--- src/usr_pkg.sv ---
// ----------------------------------------------------------------------------
// usr_pkg: shared types and constants for the UTF-16 surrogate repair block
// Lane count, surrogate tags and the lane classification struct.
// ----------------------------------------------------------------------------
`default_nettype none

package usr_pkg;

    // Code units carried by one input beat
    localparam int LANES = 4;
    // Positions seen by the merge: the held unit plus one per lane
    localparam int POS   = LANES + 1;
    localparam int CNT_W = 3;
    localparam int UNIT_W = 16;

    localparam logic [UNIT_W-1:0] SURR_MASK = 16'hfc00;
    localparam logic [UNIT_W-1:0] HIGH_TAG  = 16'hd800;
    localparam logic [UNIT_W-1:0] LOW_TAG   = 16'hdc00;
    localparam logic [UNIT_W-1:0] REPL_LE   = 16'hfffd;
    localparam logic [UNIT_W-1:0] REPL_BE   = 16'hfdff;

    // Configuration register index (paddr[2])
    localparam logic REG_SWAP_MODE = 1'b0;

    typedef logic [UNIT_W-1:0] unit_t;

    typedef struct packed {
        logic high;
        logic low;
    } lane_cls_t;

    typedef struct packed {
        logic             held_valid;
        logic [CNT_W-1:0] cnt;
        logic             last;
    } merge_ctrl_t;

    function automatic unit_t byte_swap(input unit_t u);
        byte_swap = {u[7:0], u[15:8]};
    endfunction

endpackage

`default_nettype wire

--- src/utf16_surrogate_repair.sv ---
// ----------------------------------------------------------------------------
// utf16_surrogate_repair: streaming repair of unpaired UTF-16 surrogates
// Replaces every unpaired high or low surrogate with U+FFFD, up to four units
// per beat, holding the newest unit back until its successor is known.
// ----------------------------------------------------------------------------
//
//  channel | direction | handshake              | payload
//  --------+-----------+------------------------+------------------------------
//  in      | input     | in_valid / in_stall    | unit_0..3, unit_count,
//          |           |                        | end_of_text
//  out     | output    | out_valid / out_stall  | out_unit_0..4, out_count,
//          |           |                        | out_last
//  apb     | input     | psel / penable / pready| paddr, pwdata, prdata
//
//  One beat per cycle unless stalled; its result follows in the next cycle.
//  The only data loop is the held-unit register, updated in the accept cycle.
//  Input is taken while a result waits, unless that result is being stalled.
//  Reset (rst_n low, async) clears the held unit and the mode register.
//  Output payload holds steady while out_stall is high.
//
// ----------------------------------------------------------------------------
`default_nettype none

module utf16_surrogate_repair
    import usr_pkg::*;
(
    input  wire        clk,
    input  wire        rst_n,
    // input beats
    input  wire        in_valid,
    output logic       in_stall,
    input  wire [15:0] unit_0,
    input  wire [15:0] unit_1,
    input  wire [15:0] unit_2,
    input  wire [15:0] unit_3,
    input  wire [2:0]  unit_count,
    input  wire        end_of_text,
    // result beats
    output logic       out_valid,
    input  wire        out_stall,
    output logic [15:0] out_unit_0,
    output logic [15:0] out_unit_1,
    output logic [15:0] out_unit_2,
    output logic [15:0] out_unit_3,
    output logic [15:0] out_unit_4,
    output logic [2:0] out_count,
    output logic       out_last,
    // configuration
    input  wire        psel,
    input  wire        penable,
    input  wire        pwrite,
    input  wire [2:0]  paddr,
    input  wire [31:0] pwdata,
    output logic [31:0] prdata,
    output logic       pready
);

    logic             swap_mode_reg;
    unit_t            held_unit_reg;
    unit_t            held_unit_next;
    logic             held_valid_reg;
    logic             held_valid_next;
    logic             accept;
    logic [CNT_W-1:0] cnt;

    unit_t            lane_in   [LANES];
    unit_t            pos_unit  [POS];
    logic             pos_valid [POS];
    lane_cls_t        pos_cls   [POS];
    logic             pos_prev_high [POS];
    logic             pos_next_low  [POS];
    unit_t            pos_fix   [POS];
    unit_t            pos_low_fix [POS];
    unit_t            out_slot  [POS];
    merge_ctrl_t      ctrl;

    // ------------------------------------------------------------------
    // APB register: byte-order mode. Always ready.
    // ------------------------------------------------------------------
    assign pready = 1'b1;

    always_ff @(posedge clk or negedge rst_n)
    begin
        if (!rst_n)
            swap_mode_reg <= 1'b0;
        else if (psel && penable && pwrite && paddr[2] == REG_SWAP_MODE)
            swap_mode_reg <= pwdata[0];
    end

    always_comb
    begin
        prdata = '0;
        if (paddr[2] == REG_SWAP_MODE)
            prdata[0] = swap_mode_reg;
    end

    // ------------------------------------------------------------------
    // Positions: 0 is the held unit, 1..LANES are this beat's units.
    // ------------------------------------------------------------------
    assign accept = in_valid && !in_stall;
    // a count above the lane width is clamped
    assign cnt = (unit_count > CNT_W'(LANES)) ? CNT_W'(LANES) : unit_count;

    assign lane_in[0] = unit_0;
    assign lane_in[1] = unit_1;
    assign lane_in[2] = unit_2;
    assign lane_in[3] = unit_3;

    assign pos_unit[0]  = held_unit_reg;
    assign pos_valid[0] = held_valid_reg;
    // the held unit already had its low-side repair; only its high side is open
    assign pos_prev_high[0] = 1'b1;

    genvar g;
    generate
        for (g = 0; g < LANES; g++)
        begin : g_pos
            assign pos_unit[g+1]  = lane_in[g];
            assign pos_valid[g+1] = cnt > CNT_W'(g);
            // first lane looks back at the held unit, but only if one is held
            assign pos_prev_high[g+1] = pos_valid[g] && pos_cls[g].high;
        end

        for (g = 0; g < POS - 1; g++)
        begin : g_next
            assign pos_next_low[g] = pos_valid[g+1] && pos_cls[g+1].low;
        end

        for (g = 0; g < POS; g++)
        begin : g_lane
            usr_lane u_lane (
                .unit       (pos_unit[g]),
                .swapped    (swap_mode_reg),
                .prev_high  (pos_prev_high[g]),
                .next_low   (pos_next_low[g]),
                .cls        (pos_cls[g]),
                .fixed      (pos_fix[g]),
                .low_fixed  (pos_low_fix[g])
            );
        end
    endgenerate
    // the newest position has no successor: a high there is unpaired on flush
    assign pos_next_low[POS-1] = 1'b0;

    // ------------------------------------------------------------------
    // Held unit: newest unit of the beat, cleared on end of text.
    // ------------------------------------------------------------------
    always_comb
    begin
        held_unit_next  = held_unit_reg;
        held_valid_next = held_valid_reg;
        if (end_of_text)
        begin
            held_unit_next  = '0;
            held_valid_next = 1'b0;
        end
        else if (cnt != '0)
        begin
            held_unit_next  = pos_low_fix[cnt];
            held_valid_next = 1'b1;
        end
    end

    always_ff @(posedge clk or negedge rst_n)
    begin
        if (!rst_n)
        begin
            held_unit_reg  <= '0;
            held_valid_reg <= 1'b0;
        end
        else if (accept)
        begin
            held_unit_reg  <= held_unit_next;
            held_valid_reg <= held_valid_next;
        end
    end

    // ------------------------------------------------------------------
    // Merge and output register
    // ------------------------------------------------------------------
    assign ctrl.held_valid = held_valid_reg;
    assign ctrl.cnt        = cnt;
    assign ctrl.last       = end_of_text;

    usr_merge u_merge (
        .clk       (clk),
        .rst_n     (rst_n),
        .load      (accept),
        .ctrl      (ctrl),
        .pos_fix   (pos_fix),
        .out_stall (out_stall),
        .out_valid (out_valid),
        .in_stall  (in_stall),
        .out_slot  (out_slot),
        .out_count (out_count),
        .out_last  (out_last)
    );

    assign out_unit_0 = out_slot[0];
    assign out_unit_1 = out_slot[1];
    assign out_unit_2 = out_slot[2];
    assign out_unit_3 = out_slot[3];
    assign out_unit_4 = out_slot[4];

    // ------------------------------------------------------------------
    // Assertions
    // ------------------------------------------------------------------
    a_flush_clears: assert property (@(posedge clk) disable iff (!rst_n)
        (accept && end_of_text) |=> !held_valid_reg)
        else $error("held unit survived end of text");

    a_units_hold: assert property (@(posedge clk) disable iff (!rst_n)
        (accept && !end_of_text && unit_count != 3'd0) |=> held_valid_reg)
        else $error("non-empty beat left nothing held");

    a_idle_held_zero: assert property (@(posedge clk) disable iff (!rst_n)
        !held_valid_reg |-> held_unit_reg == '0)
        else $error("held unit not zero while nothing is held");

    a_mid_count: assert property (@(posedge clk) disable iff (!rst_n)
        (out_valid && !out_last) |-> out_count <= CNT_W'(LANES))
        else $error("non-final beat releases more than one lane width");

    a_accept_loads: assert property (@(posedge clk) disable iff (!rst_n)
        accept |=> (out_valid && out_last == $past(end_of_text)))
        else $error("accepted beat did not reach the output register");

endmodule

`default_nettype wire

--- src/usr_lane.sv ---
// ----------------------------------------------------------------------------
// usr_lane: per-unit surrogate classification and repair
// Classifies one code unit and replaces it when its neighbours leave it unpaired.
// ----------------------------------------------------------------------------
`default_nettype none

module usr_lane
    import usr_pkg::*;
(
    input  wire unit_t     unit,
    input  wire            swapped,
    input  wire            prev_high,   // predecessor is a high surrogate
    input  wire            next_low,    // successor present and a low surrogate
    output lane_cls_t      cls,
    output unit_t          fixed,       // fully repaired, for release
    output unit_t          low_fixed    // low-side repair only, for holding
);

    unit_t native;
    unit_t repl;
    logic  bad_low;
    logic  bad_high;

    always_comb
    begin
        native   = swapped ? byte_swap(unit) : unit;
        repl     = swapped ? REPL_BE : REPL_LE;
        cls.high = (native & SURR_MASK) == HIGH_TAG;
        cls.low  = (native & SURR_MASK) == LOW_TAG;
        bad_low  = cls.low && !prev_high;
        bad_high = cls.high && !next_low;
        low_fixed = bad_low ? repl : unit;
        fixed     = (bad_low || bad_high) ? repl : unit;
    end

endmodule

`default_nettype wire

--- src/usr_merge.sv ---
// ----------------------------------------------------------------------------
// usr_merge: compaction and output register
// Packs released positions into the low slots, counts them and registers the beat.
// ----------------------------------------------------------------------------
`default_nettype none

module usr_merge
    import usr_pkg::*;
(
    input  wire              clk,
    input  wire              rst_n,
    input  wire              load,
    input  wire merge_ctrl_t ctrl,
    input  wire unit_t       pos_fix [POS],
    input  wire              out_stall,
    output logic             out_valid,
    output logic             in_stall,
    output unit_t            out_slot [POS],
    output logic [CNT_W-1:0] out_count,
    output logic             out_last
);

    unit_t            shifted [POS];
    unit_t            slot_next [POS];
    logic [CNT_W-1:0] nvalid;
    logic [CNT_W-1:0] count_next;
    logic             out_valid_reg;
    unit_t            slot_reg [POS];
    logic [CNT_W-1:0] count_reg;
    logic             last_reg;

    // Without a held unit, the first lane moves up into slot 0
    genvar g;
    generate
        for (g = 0; g < POS - 1; g++)
        begin : g_shift
            assign shifted[g] = pos_fix[g+1];
        end
    endgenerate
    assign shifted[POS-1] = '0;

    always_comb
    begin
        nvalid = {{(CNT_W-1){1'b0}}, ctrl.held_valid} + ctrl.cnt;
        if (ctrl.last)
            count_next = nvalid;
        else if (nvalid == '0)
            count_next = '0;
        else
            count_next = nvalid - CNT_W'(1);
        for (int j = 0; j < POS; j++)
        begin
            if (CNT_W'(j) < count_next)
                slot_next[j] = ctrl.held_valid ? pos_fix[j] : shifted[j];
            else
                slot_next[j] = '0;
        end
    end

    always_ff @(posedge clk or negedge rst_n)
    begin
        if (!rst_n)
            out_valid_reg <= 1'b0;
        else if (load)
            out_valid_reg <= 1'b1;
        else if (!out_stall)
            out_valid_reg <= 1'b0;
    end

    always_ff @(posedge clk)
    begin
        if (load)
        begin
            slot_reg  <= slot_next;
            count_reg <= count_next;
            last_reg  <= ctrl.last;
        end
    end

    assign in_stall  = out_valid_reg && out_stall;
    assign out_valid = out_valid_reg;
    assign out_slot  = slot_reg;
    assign out_count = count_reg;
    assign out_last  = last_reg;

endmodule

`default_nettype wire

--- config.mk ---
export PLATFORM = sky130hd
export DESIGN_NAME = utf16_surrogate_repair
export DESIGN_NICKNAME = d
export VERILOG_FILES = /design/src/usr_pkg.sv /design/src/utf16_surrogate_repair.sv /design/src/usr_lane.sv /design/src/usr_merge.sv
export SDC_FILE = /design/constraint.sdc
export NUM_CORES = 1
export LEC_CHECK = 0
export BUFFER_PORTS_ARGS = -buffer_cell sky130_fd_sc_hd__buf_2
export CORE_ASPECT_RATIO = 0.75
export CORE_MARGIN = 4
export CORE_UTILIZATION = 45
export DETAILED_ROUTE_END_ITERATION = 8
export PLACE_DENSITY = 0.76
export SYNTH_ARGS = -nofsm -noshare
export SYNTH_HDL_FRONTEND = slang
export SYNTH_SLANG_ARGS = --single-unit
--- constraint.sdc ---
create_clock -name clk -period 6.8 [get_ports clk]
set_input_delay 0.34 -clock clk [delete_from_list [all_inputs] [get_ports clk]]
set_output_delay 0.34 -clock clk [all_outputs]
set_load 0.1 [all_outputs]
==> Word-level counts from Yosys, hierarchy flattened <==
Cells that the tools add are included.
{ "word_totals": {"regBits": 103, "elab_cells": 107, "out_inout_bits": 119} }
{ "op_classes": {"n_reduce_logical": 39, "n_eq_ne": 10, "bitwise": 2, "add_sub_neg": 2, "order_cmp": 11, "mux": 32} }
{ "ops": {"columns": ["operator", "count"], "rows": [
  ["16-bit 2-to-1 mux", 22],
  ["6-bit equality test (second input constant)", 9],
  ["16-bit binary-select mux with 3-bit select", 1],
  ["1-bit logical AND", 21],
  ["10-bit 2-to-1 mux", 1],
  ["1-bit logical NOT", 9],
  ["3-bit 2-to-1 mux", 3],
  ["3-bit by 1-bit greater-than comparator with 1-bit output (second input constant)", 2],
  ["3-bit by 2-bit greater-than comparator with 1-bit output (second input constant)", 2],
  ["1-bit by 3-bit < comparator with 1-bit output (first input constant)", 2],
  ["2-bit by 3-bit < comparator with 1-bit output (first input constant)", 2],
  ["1-bit 2-to-1 mux", 5],
  ["4-bit >= comparator (second input constant)", 1],
  ["1-bit logical OR", 4],
  ["3-bit NOT with 4-bit output", 1],
  ["2-bit AND reduction", 2],
  ["1-bit by 3-bit adder with 3-bit output", 1],
  ["3-bit greater-than comparator (second input constant)", 1],
  ["3-bit logical NOT", 1],
  ["3-bit < comparator (first input constant)", 1],
  ["3-bit nonzero test", 1],
  ["3-bit by 1-bit subtractor with 3-bit output (second input constant)", 1],
  ["2-bit by 1-bit != test with 1-bit output (second input constant)", 1],
  ["2-bit nonzero test", 1],
  ["1-bit NOT", 1]
]} }

==> Longest topological paths before layout <==
Gate-level depths: netlist of the first run.
{ "logic_depth": {"depth_word": 12, "ltp_mapped": 13, "depth_no_buf": 11} }

==> Modules after synthesis <==
From an unflattened synthesis of the first run, not the netlist that was laid out.
{ "hier_totals": {"hier_cells": 732, "area_unflattened_um2": 7529.7} }
{ "by_module_without_submodules": {"columns": ["module", "area_each_um2", "cells_each", "instances"], "rows": [
  ["usr_merge", 3998.8, 285, 1],
  ["usr_lane", 382.9, 56, 5],
  ["utf16_surrogate_repair", 1616.6, 167, 1]
]} }

==> Worst setup path after synthesis of the first run <==
Ideal clock, no wire load.
{ "synth_timing": {"path_kind": "register -> register", "from": "register u_merge.out_valid_reg, in the netlist u_merge.out_valid", "to": "register held_unit_reg[1]", "arrival_time_ps": 4172, "required_time_ps": 6680, "stages_incl_launch_ff": 6, "period_less_slack_ps": 4291, "path_slack_ps": 2509, "cell_sequence": "dfrtp_1 > nand2_1 > and2_1 > o21ai_1 > a32o_1 > a31o_1"} }
{ "synth_via": {"elab_chain_len": 4} }
{ "synth_rtl": {"columns": ["item", "line", "source"], "rows": [
  ["start: declaration", "usr_merge.sv:27", "logic out_valid_reg;"],
  ["start signal: assignment", "usr_merge.sv:63", "out_valid_reg <= 1'b0;"],
  ["start signal: assignment", "usr_merge.sv:65", "out_valid_reg <= 1'b1;"],
  ["start signal: assignment", "usr_merge.sv:67", "out_valid_reg <= 1'b0;"],
  ["1-bit logical AND", "usr_merge.sv:80", "assign in_stall = out_valid_reg && out_stall;"],
  ["1-bit logical NOT", "utf16_surrogate_repair.sv:100", "assign accept = in_valid && !in_stall;"],
  ["1-bit logical AND", "utf16_surrogate_repair.sv:100", null],
  ["net accept", "utf16_surrogate_repair.sv:63", "logic accept;"],
  ["2-bit AND reduction (no source line)", null, null],
  ["end signal: assignment", "utf16_surrogate_repair.sv:173", "held_unit_reg <= held_unit_next;"],
  ["end: declaration", "utf16_surrogate_repair.sv:59", "unit_t held_unit_reg;"]
]} }
The timed path passes the listed nets, and every way through them passes these cells.
A chain may end at the register's enable or synchronous reset.

==> Worst setup path in the final report of the first run <==
{ "layout_timing": {"from": "register held_valid_reg", "to": "register u_merge.slot_reg, in the netlist u_merge.out_slot[37] (data pin)"} }
{ "layout_via": {"elab_chain_len": 5, "elab_cells_between_ends": 7, "classes_between": "2 x add/sub; 1 x order compare; 3 x mux; 1 x reduce/logical"} }
{ "layout_rtl": {"columns": ["item", "line", "source"], "rows": [
  ["start: declaration", "utf16_surrogate_repair.sv:61", "logic held_valid_reg;"],
  ["start signal: assignment", "utf16_surrogate_repair.sv:174", "held_valid_reg <= held_valid_next;"],
  ["1-bit by 3-bit adder with 3-bit output (*)", "usr_merge.sv:44", "nvalid = {{(CNT_W-1){1'b0}}, ctrl.held_valid} + ctrl.cnt;"],
  ["3-bit by 1-bit subtractor with 3-bit output or 3-bit logical NOT (tied branches)", "usr_merge.sv:50, usr_merge.sv:47", null],
  ["3-bit 2-to-1 mux", "usr_merge.sv:47", "else if (nvalid == '0)"],
  ["3-bit 2-to-1 mux (*)", "usr_merge.sv:45", "if (ctrl.last)"],
  ["net u_merge.count_next[2]", "usr_merge.sv:26", "logic [CNT_W-1:0] count_next;"],
  ["2-bit by 3-bit < comparator with 1-bit output (*)", "usr_merge.sv:53", "if (CNT_W'(j) < count_next)"],
  ["end signal: assignment", "usr_merge.sv:74", "slot_reg <= slot_next;"],
  ["end: declaration", "usr_merge.sv:28", "unit_t slot_reg [POS];"]
]} }
The timed path passes the listed nets; every way through them passes the cells marked *.

==> results of run 1 <==
[worst max-delay path, stage by stage, from the launching register on]
cell     delay [ns]
dfrtp_1        0.78
nand3_1        0.18
o22ai_1        0.24
inv_1          0.07
ha_1           0.19
nor2_1         0.08
a21o_1         0.42
inv_2          0.15
a21oi_1        0.91
nor2_1         0.16
[logic make-up (layout without fill, tap and decap cells)]
family,Yosys count,after routing
buffers and inverters,78,194
multiplexers,15,15
AND/OR/NAND/NOR,174,174
XOR/XNOR,1,1
other,2,32
flip-flops,103,103
adder cells (fa/ha/maj),2,2
AO/OA/AOI/OAI,170,170
[where the power goes]
group,internal [mW],switching (mW),total (mW)
combinational,0.146,0.666,0.811
sequential,0.770,0.0295,0.799
clock,0.323,0.234,0.557
total,1.24,0.929,2.17
[layout make-up]
class                           count  share of cell area
Multi-Input combinational cell    394              0.3522
Sequential cell                   103              0.4396
Clock inverter                      7             0.01376
Inverter                           10            0.005504
Timing Repair Buffer              168              0.1255
Tap cell                          166             0.03045
Clock buffer                        9             0.03302
[metal layers]
metal	wire, µm	up-vias
li1	-	2299
met1	8019	2463
met2	7703	348
met3	2194	27
met4	192	0
met5	0	-
[synth_stat cells (all sizes together) (4+ instances only)]
library cell,instances
nand4bb,4
o211ai,5
clkbuf,19
o31a,4
dfrtp,19
o22ai,71
o21a,5
inv,10
nand3,15
nor2,96
edfxtp,84
a21o,4
nand2b,5
o32a,5
a21oi,10
nand2,24
a211oi,7
o221ai,11
mux2,6
nand4b,4
buf,49
a31oi,4
mux2i,9
o21ai,27
[worst paths after layout]
path	from	end	slack [ns]
min	in_valid	u_merge.out_valid	0.19
max in group asynchronous	rst_n	held_unit_reg[1]	5.97
max reg2reg	held_valid_reg	u_merge.out_slot[37]	3.30
min reg2reg	held_unit_reg[8]	held_unit_reg[8]	0.53
min in group asynchronous	rst_n	u_merge.out_valid	0.49
max	held_valid_reg	u_merge.out_slot[37]	3.30
[per-stage QoR]
step,area (µm²),utilization
2_1_floorplan,5869,-
3_3_place_gp,6491,0.5238
3_5_place_dp,6491,0.5238
4_1_cts,6820,0.5503
5_1_grt,6820,0.5503
6_report,6820,0.5503
==> summary.md, run 1 <==
| Metric | Value |
|---|---|
| Post-layout min period | about 3.5 ns |
| Row cnt | 35 |
| Ranking of synthesized cells by area | edfxtp_1 44%, dfrtp_1 8.3%, o22ai_1 7.0% |
| Max-slew violations | 0 |
| Complex-gate fraction of the synthesized area | 0.2136 |
| M3 GR Usage | 0.06924 |
| Layer with the highest usage | met1 |
| Worst Clk Skew | between 0.006 and 0.007 ns |
| Main synth FF type | edfxtp_1 |
| Yosys warns | 0 |
| Synth-to-layout area growth | 18.47% |
| Seq/Total Area, Yosys | 0.5208 |
| TritonCTS clock tree | done |
| Adder-Cell Fraction of Synth Area | 0.004347 |
| Total Nets Final | about 800 |
| Vias | around 5k |
| DRT antenna net count | 0 |
| Post-route DRC violation count | 0 |
| Drt via density | 5.994 |
| Die width | roughly 140 µm |
| Status | finished, final reports clean |
| Die height | between 100 and 150 µm |
| Initial DRC count | 579 |
| Mapped Cells | between 500 and 600 |
| Fill count | between 1k and 1.5k |
| Clock sinks | 103 |
| CP max FO | 21 |
| Commonest non-fill, non-tap cell in the layout | buf_2 |
| RePlAce Congestion | about 0.93 |
| Grt met2 use | 0.3485 |
| DRT Pass-1 Iters | 5 |
| Reg area | ~0.0030 mm² |
| First-pass GRT wire length | 27,840 µm |
| Post-route setup TNS | 0 ns |
| H-tree level count | 3 |
| Min Hold Slack | about 0.19 ns |
| Ant diodes | 0 |
| R2R depth | 9 |
| Max Cap Violations | 0 |
| Flops & latches, synth | 103 |
| Worst Path Required | approximately 6.9 ns |
| Setup CP Type | reg2reg |
| Gr ovfl total | 0 |
| TritonCTS buffer count | 9 |
| Largest family of logic cells by synthesized area | compound AO/OA/AOI/OAI gates |
| Number of flip-flops in the largest register | 80 |
| Total track usage | 0.2403 |
| Setup Buffers After CTS | 0 |
| Post-cts resize count | 0 |
| Core area | around 0.012 mm² |
| Power, Total | ~2.2 mW |
| Vias in the first global route | approximately 4.8k |
| Slew @ Worst Pin | ~1.2 ns |
| EDFF count, synth | between 80 and 90 |
| Hold_buf cts | 1 |
| Routed wire length | approximately 18,000 µm |
| Cell taking the most area after synthesis | edfxtp_1 |
| Yosys top cell area share | 0.4382 |
| CTS root buf | clkbuf_16 |
| Static leakage | between 2 and 3 nW |
| Worst setup EP type | flip-flop |
| Placed insts | between 800 and 900 |
| Synth cell types | 69 |
| CP startpoint kind | flip-flop |
| Pwr Density | 317.8 mW/mm² |
| Most frequent cells in the layout | 163 x buf_2, 96 x nor2_1, 84 x edfxtp_1 |
| Post-synth ARST share | 0.1845 |
| Arrival time worst endpoint | approximately 3.6 ns |
| Worst skew pair latency | around 0.35 ns |
| Met1 usage | 0.3593 |
| Max Root-Sink Buffers | 2 |
| Post-synthesis simple-gate area fraction | 0.1484 |
| Final setup margin | approximately 3.3 ns |
| Hold depth | 2 |
| Post-Syn Area per Cell | around 11 µm² |
| Min-Delay Path Class | in2reg |
| Synthesized area | between 0.005 and 0.006 mm² |
| Top-level port count | roughly 230 |
| Largest net degree at the start of global routing | between 70 and 80 |
| Finished Layout Cells | roughly 860 |
| Worst-path clk slew | about 0.070 ns |
| Fin. Hold Viols | 0 |
| Antenna violations before repair | 0 |
| I/O Buffers | between 150 and 200 |
| Multi-input gate area | 0.002402 mm² |
| Unrepaired setup endpoints after global routing | no |
| Multiplexer share of the synthesized area | 0.02804 |
| WL per Instance | 21.13 µm |
| Share of cells above drive strength 1 | 0.2967 |
| Post-synthesis xor/xnor area fraction | 0.001521 |
| Full die area | about 0.015 mm² |
| Rel. slew slack | 0.2178 |
| FMAX | 285.5 MHz |
| Pre-CTS setup slack | 3.347 ns |
| Initial Utilization | 0.4645 |
| IR drop worst, VDD | 165.8 µV |
| Final setup vio count | 0 |
| Hpwl dp | 13,550 µm |
| Post-route clock period utilization | 0.5150 |
Note: power is estimated with default switching activity, not from simulation.
==> run 2, diff against run 1 <==
Settings changed: ABC_AREA from default to 1, PLACE_DENSITY 0.76 to 0.74.
Clock period 6.8 ns to 3.3 ns, I/O delays scaled along.
==> summary.md, run 2 <==
| Metric | Value |
|---|---|
| Slowest stage delay, CP | between 0.6 and 0.7 ns |
| EDFF count, synth | between 80 and 90 |
| H-tree level count | 3 |
| Total Nets Final | approximately 1.1k |
| Final setup vio count | 0 |
| Min Hold Slack | about 0.038 ns |
| Setup Buffers After CTS | 0 |
| Min-Delay Path Class | in2reg |
| Number of flip-flops in the largest register | 80 |
| CP max FO | 17 |
| Worst R2R End | u_merge.out_slot[16] |
| Worst setup EP type | flip-flop |
| Mapped Cells | roughly 850 |
| Max-slew violations | 0 |
| FF-to-FF setup slack | between 0.5 and 0.6 ns |
| WL per Instance | roughly 18 µm |
| Worst Clk Skew | slightly above 0.008 ns |
| CP most frequent cell | nand2_1 |
| Status | finished, final reports clean |
| Ranking of synthesized cells by area | edfxtp_1 39%, nand2_1 14%, dfrtp_1 7.3% |
| Pre-CTS setup slack | 0.4602 ns |
| First-pass GRT wire length | 32,100 µm |
| Drt via density | roughly 5.2 |
| Routed wire length | roughly 21,000 µm |
| TritonCTS clock tree | done |
| Post-route clock period utilization | 0.8430 |
| Setup CP Type | reg2reg |
| Main synth FF type | edfxtp_1 |
| Placed Area | about 0.0073 mm² |
| Pwr Density | 586.7 mW/mm² |
| Final setup margin | just over 0.5 ns |
| Post-Syn Area per Cell | between 7 and 8 µm² |
| I/O Buffers | between 150 and 200 |
| Initial Utilization | 0.4681 |
| Seq/Total Area, Yosys | 0.4580 |
| Critical path destination | u_merge.out_slot[16] |
| DRT Pass-1 Iters | 5 |
| Worst-path clk slew | approximately 0.07 ns |
| Cell taking the most area after synthesis | edfxtp_1 |
| Max Root-Sink Buffers | 2 |
| Hold_buf cts | 1 |
| Post-layout min period | 2.782 ns |
| Rel. slew slack | 0.4570 |
| CP Launch Point | swap_mode_reg |
| Layout Utilization | 0.5473 |
| Largest net degree at the start of global routing | 84 |
| Synth cell types | 37 |
| Slowest cell on the critical path | dfrtp_1 |
| Unrepaired setup endpoints after global routing | no |
| R2R depth | 11 |
| Clock sinks | just over 100 |
| Most frequent cells in the layout | 250 x nand2_1, 163 x buf_2, 85 x inv_1 |
| DRT antenna net count | 0 |
| Arrival time worst endpoint | between 2 and 3 ns |
| Initial DRC count | 667 |
| Ant diodes | 0 |
| CTS root buf | clkbuf_16 |
| Share of cells above drive strength 1 | 0.2505 |
| Worst Path Required | 3.37 ns |
| Yosys top cell area share | 0.3854 |
| Static leakage | a little under 4 nW |
| Cell with the most instances after synthesis | nand2_1 |
| Flops & latches, synth | ~100 |
| Max Cap Violations | 0 |
| Core area | around 0.014 mm² |
| Final Cell Area | around 0.0077 mm² |
| Top-level port count | approximately 230 |
| Synth-to-layout area growth | 16.92% |
| Hpwl dp | about 17,000 µm |
| Power, Total | around 4.5 mW |
| Die height | about 110 µm |
| Crit-path cells | buf_12 > nand2_1 > inv_1 > nand2_1 > nand2_2 > nand4_1 > nand2_1 > nand2_2 > or2_2 > o21ai_0 > a21oi_1 |
| Vias | 6,239 |
| Fin. Hold Viols | 0 |
| IR drop worst, VDD | between 300 and 400 µV |
| Row cnt | 37 |
| Yosys warns | 0 |
| Worst R2R Start | swap_mode_reg |
| Total track usage | 0.2490 |
| Commonest non-fill, non-tap cell in the layout | nand2_1 |
| Antenna violations before repair | 2 |
| RePlAce Congestion | just under 1 |
| Die width | 147.3 µm |
| Full die area | around 0.017 mm² |
| CP startpoint kind | flip-flop |
| TritonCTS buffer count | 9 |
| Vias in the first global route | between 5k and 6k |
| Synthesized area | 0.006545 mm² |
| Post-synth ARST share | 0.1845 |
| Commonest cells in the netlist | 252 x nand2_1, 88 x inv_1, 84 x edfxtp_1 |
| Post-route DRC violation count | 0 |
| Gr ovfl total | 0 |
| Post-cts resize count | 0 |
| Slew @ Worst Pin | between 0.8 and 0.9 ns |
| FMAX | ~360 MHz |
| Worst skew pair latency | around 0.36 ns |
==> run 2: cell count changes in the layout (fill, tap and decap cells not counted), sizes merged, moves of 6 or more <==
cell,previous run,this run
a21oi,10,39
mux2i,9,0
or2,1,14
inv,12,97
o221ai,11,0
nand3,15,53
o22ai,71,9
nand4,0,6
nand2,24,266
o21ai,27,91
a211oi,7,0
buf,167,173
mux2,6,0
nor2,96,77
==> run 2: through the flow <==
step / setup TNS [ns] / std cells
after floorplan: -4.343 / 875
after global placement: 0 / 1172
after detailed placement: 0 / 1172
after CTS: 0 / 1189
after global routing: 0 / 1189
final: 0 / 1189
==> run 2: worst min-delay path by stage <==
stage                        start                 to  slack (ns)  cells past startpoint
after global placement       rst_n   held_unit_reg[2]        0.14                      1
after detailed placement     rst_n  held_unit_reg[14]        0.14                      1
after global routing      in_valid  u_merge.out_valid        0.06                      3
after CTS                 in_valid  u_merge.out_valid        0.04                      3
after floorplan              rst_n   held_unit_reg[0]       -0.13                      0
final                     in_valid  u_merge.out_valid        0.04                      3
==> run 2: worst max-delay path: cells and delay by family, from the launching register on <==
kind / cells / cell delay (ns)
and+or+nand+nor: 7 / 1.06
buffers and inverters: 2 / 0.27
AOI/OAI and AO/OA: 2 / 0.48
DFF: 1 / 0.69
==> run 2: kinds of logic after synthesis <==
group / Yosys count / synth area share
AND/OR/NAND/NOR: 425 / 0.2858
buffers and inverters: 166 / 0.1311
AO/OA/AOI/OAI: 147 / 0.1201
flip-flops: 103 / 0.4580
adder cells (fa/ha/maj): 2 / 0.003823
other: 2 / 0.001147
==> run 2: metal layers <==
layer	share of wire	track usage	vias to the layer above
li1	-	-	2975
met1	0.45	0.3740	2881
met2	0.42	0.3601	355
met3	0.12	0.06699	24
met4	0.011	0.05276	4
met5	0.0013	0	-
==> run 2: layout make-up <==
class,instances,area [µm²]
Clock inverter,7,72.57
Fill cell,1411,6329
Sequential cell,103,3002
Tap cell,195,244.0
Clock buffer,9,225.2
Inverter,95,367.9
Multi-Input combinational cell,606,2828
Timing Repair Buffer,174,913.4
==> run 2: power breakdown <==
group	leakage, nW	internal (mW)	switching [mW]	total, mW
registers	1.06	1.58	0.0599	1.64
logic	2.68	0.307	1.47	1.77
clock network	0.143	0.535	0.539	1.07
==> run 3, diff against run 2 <==
Settings changed: PLACE_DENSITY 0.74 to 0.77.
Clock period 3.3 ns to 2.5 ns, I/O delays scaled along.
==> summary.md, run 3 (synthesized netlist as in run 2, its figures left out) <==
| Metric | Value |
|---|---|
| Finished Layout Cells | about 1.2k |
| Most frequent cells in the layout | 249 x nand2_1, 163 x buf_2, 85 x inv_1 |
| Placed Area | 0.007535 mm² |
| TritonCTS buffer count | 9 |
| Worst-path clk slew | 0.08 ns |
| Post-route setup TNS | 0 ns |
| Worst Path Required | approximately 2.6 ns |
| First-pass GRT wire length | around 32,000 µm |
| Largest net degree at the start of global routing | between 80 and 90 |
| Row cnt | 37 |
| Worst skew pair latency | 0.36 ns |
| Die height | 112.4 µm |
| Power Internal | 3.252 mW |
| IR drop worst, VDD | ~430 µV |
| Pre-CTS setup slack | ~0.055 ns |
| Psw | approximately 2.8 mW |
| Min-Delay Path Class | in2reg |
| Max Cap Violations | 0 |
| Post-layout min period | approximately 2.4 ns |
| Worst Clk Skew | 0.01400 ns |
| Static leakage | approximately 4.0 nW |
| Worst setup EP type | flip-flop |
| Synth-to-layout area growth | 20.86% |
| Pwr Density | 759.7 mW/mm² |
| Full die area | about 0.017 mm² |
| Fin. Hold Viols | 0 |
| Gr ovfl total | 0 |
| Net Sw Frac | 0.4588 |
| Antenna violations before repair | 1 |
| H-tree level count | 3 |
| Status | finished, final reports clean |
| FMAX | around 420 MHz |
| Total Nets Final | around 1.1k |
| Final setup vio count | 0 |
| Slew @ Worst Pin | 0.8132 ns |
| Post-route clock period utilization | 0.9528 |
| Hpwl dp | between 15,000 and 20,000 µm |
| Share of cells above drive strength 1 | 0.2731 |
| Clock sinks | 103 |
| DRT antenna net count | 0 |
| Number of flip-flops in the largest register | 80 |
| Setup CP Type | reg2reg |
| CP max FO | 17 |
| Arrival time worst endpoint | about 2.5 ns |
| RePlAce Congestion | around 0.99 |
| Core area | approximately 0.014 mm² |
| Max-slew violations | 0 |
| Min Hold Slack | around 0.0028 ns |
| Commonest non-fill, non-tap cell in the layout | nand2_1 |
| Final Cell Area | roughly 0.008 mm² |
| Initial DRC count | approximately 570 |
| Final setup margin | around 0.12 ns |
| Vias | between 6k and 7k |
| Post-route DRC violation count | 0 |
| CP startpoint kind | flip-flop |
| Placed insts | approximately 1.2k |
| Total track usage | 0.2495 |
| Top-level port count | 229 |
| Rel. slew slack | 0.4578 |
| DRT Pass-1 Iters | 7 |
| Sequential share of power | 0.360 |
| Drt via density | ~5.3 |
| WL per Instance | about 18 µm |
| Initial Utilization | 0.4681 |
| Vias in the first global route | just under 6k |
| Clk pwr share | 0.237 |
| TritonCTS clock tree | done |
| Max Root-Sink Buffers | 2 |
| Combinational power share | 0.403 |
| Die width | ~150 µm |
| CTS root buf | clkbuf_16 |
| I/O Buffers | between 150 and 200 |
| Routed wire length | ~21,000 µm |
[run 3: cell type report]
cell class              instances  area [µm²]
inverters                      95       367.9
repair buffers                198        1132
diodes                          2       5.005
clock buffers                   9       225.2
fillers                      1367        6071
multi-input cells             606        2858
flip-flops and latches        103        3004
well taps                     195       244.0
clock inverters                 7       73.82
[run 3: layer usage]
layer / vias to the layer above / global-route usage / part of all wire
li1: 3022 / - / -
met1: 2937 / 0.3738 / 0.44
met2: 396 / 0.3558 / 0.42
met3: 26 / 0.07143 / 0.13
met4: 0 / 0.05959 / 0.016
met5: - / 0 / 0
[run 3: what timing repair did]
action	4_1_cts	5_1_grt
hold buffers	2	0
endpoints found under the hold margin	20	0
resized for setup	0	13
setup endpoints to repair	0	85
buffers inserted	0	1
[run 3: per-stage QoR]
step                power, mW  utilization
floorplan               4.132            -
global placement        4.550       0.5389
detailed placement      4.566       0.5389
CTS                     5.976       0.5618
global route            6.244       0.5654
finish                  6.010       0.5658
[run 3: final timing paths]
kind | from | end | slack [ns] | cells after the start
min reg2reg | held_unit_reg[0] | held_unit_reg[0] | 0.49 | 2
min | out_stall | u_merge.out_valid | 0.003 | 3
max reg2reg | swap_mode_reg | u_merge.out_slot[16] | 0.12 | 11
min in group asynchronous | rst_n | held_unit_reg[2] | 0.26 | 2
max | swap_mode_reg | u_merge.out_slot[16] | 0.12 | 11
max in group asynchronous | rst_n | swap_mode_reg | 1.88 | 2
[run 3: power groups by stage]
stage               Combinational [mW]  Clock [mW]  Sequential [mW]
floorplan                         1.03           0             3.10
global placement                  2.35           0             2.20
detailed placement                2.37           0             2.20
CTS                               2.38        1.44             2.16
global route                      2.55        1.51             2.18
finish                            2.42        1.43             2.16
[run 3: critical path, stage by stage, from the launching register on]
cell and delay [ns]:
dfrtp_2 0.48, buf_6 0.22, nand2_1 0.07, inv_1 0.05, nand2_1 0.05, nand2_2 0.09
nand4_1 0.13, nand2_1 0.18, nand2_2 0.18, or2_2 0.36, o21ai_0 0.22, a21oi_1 0.08
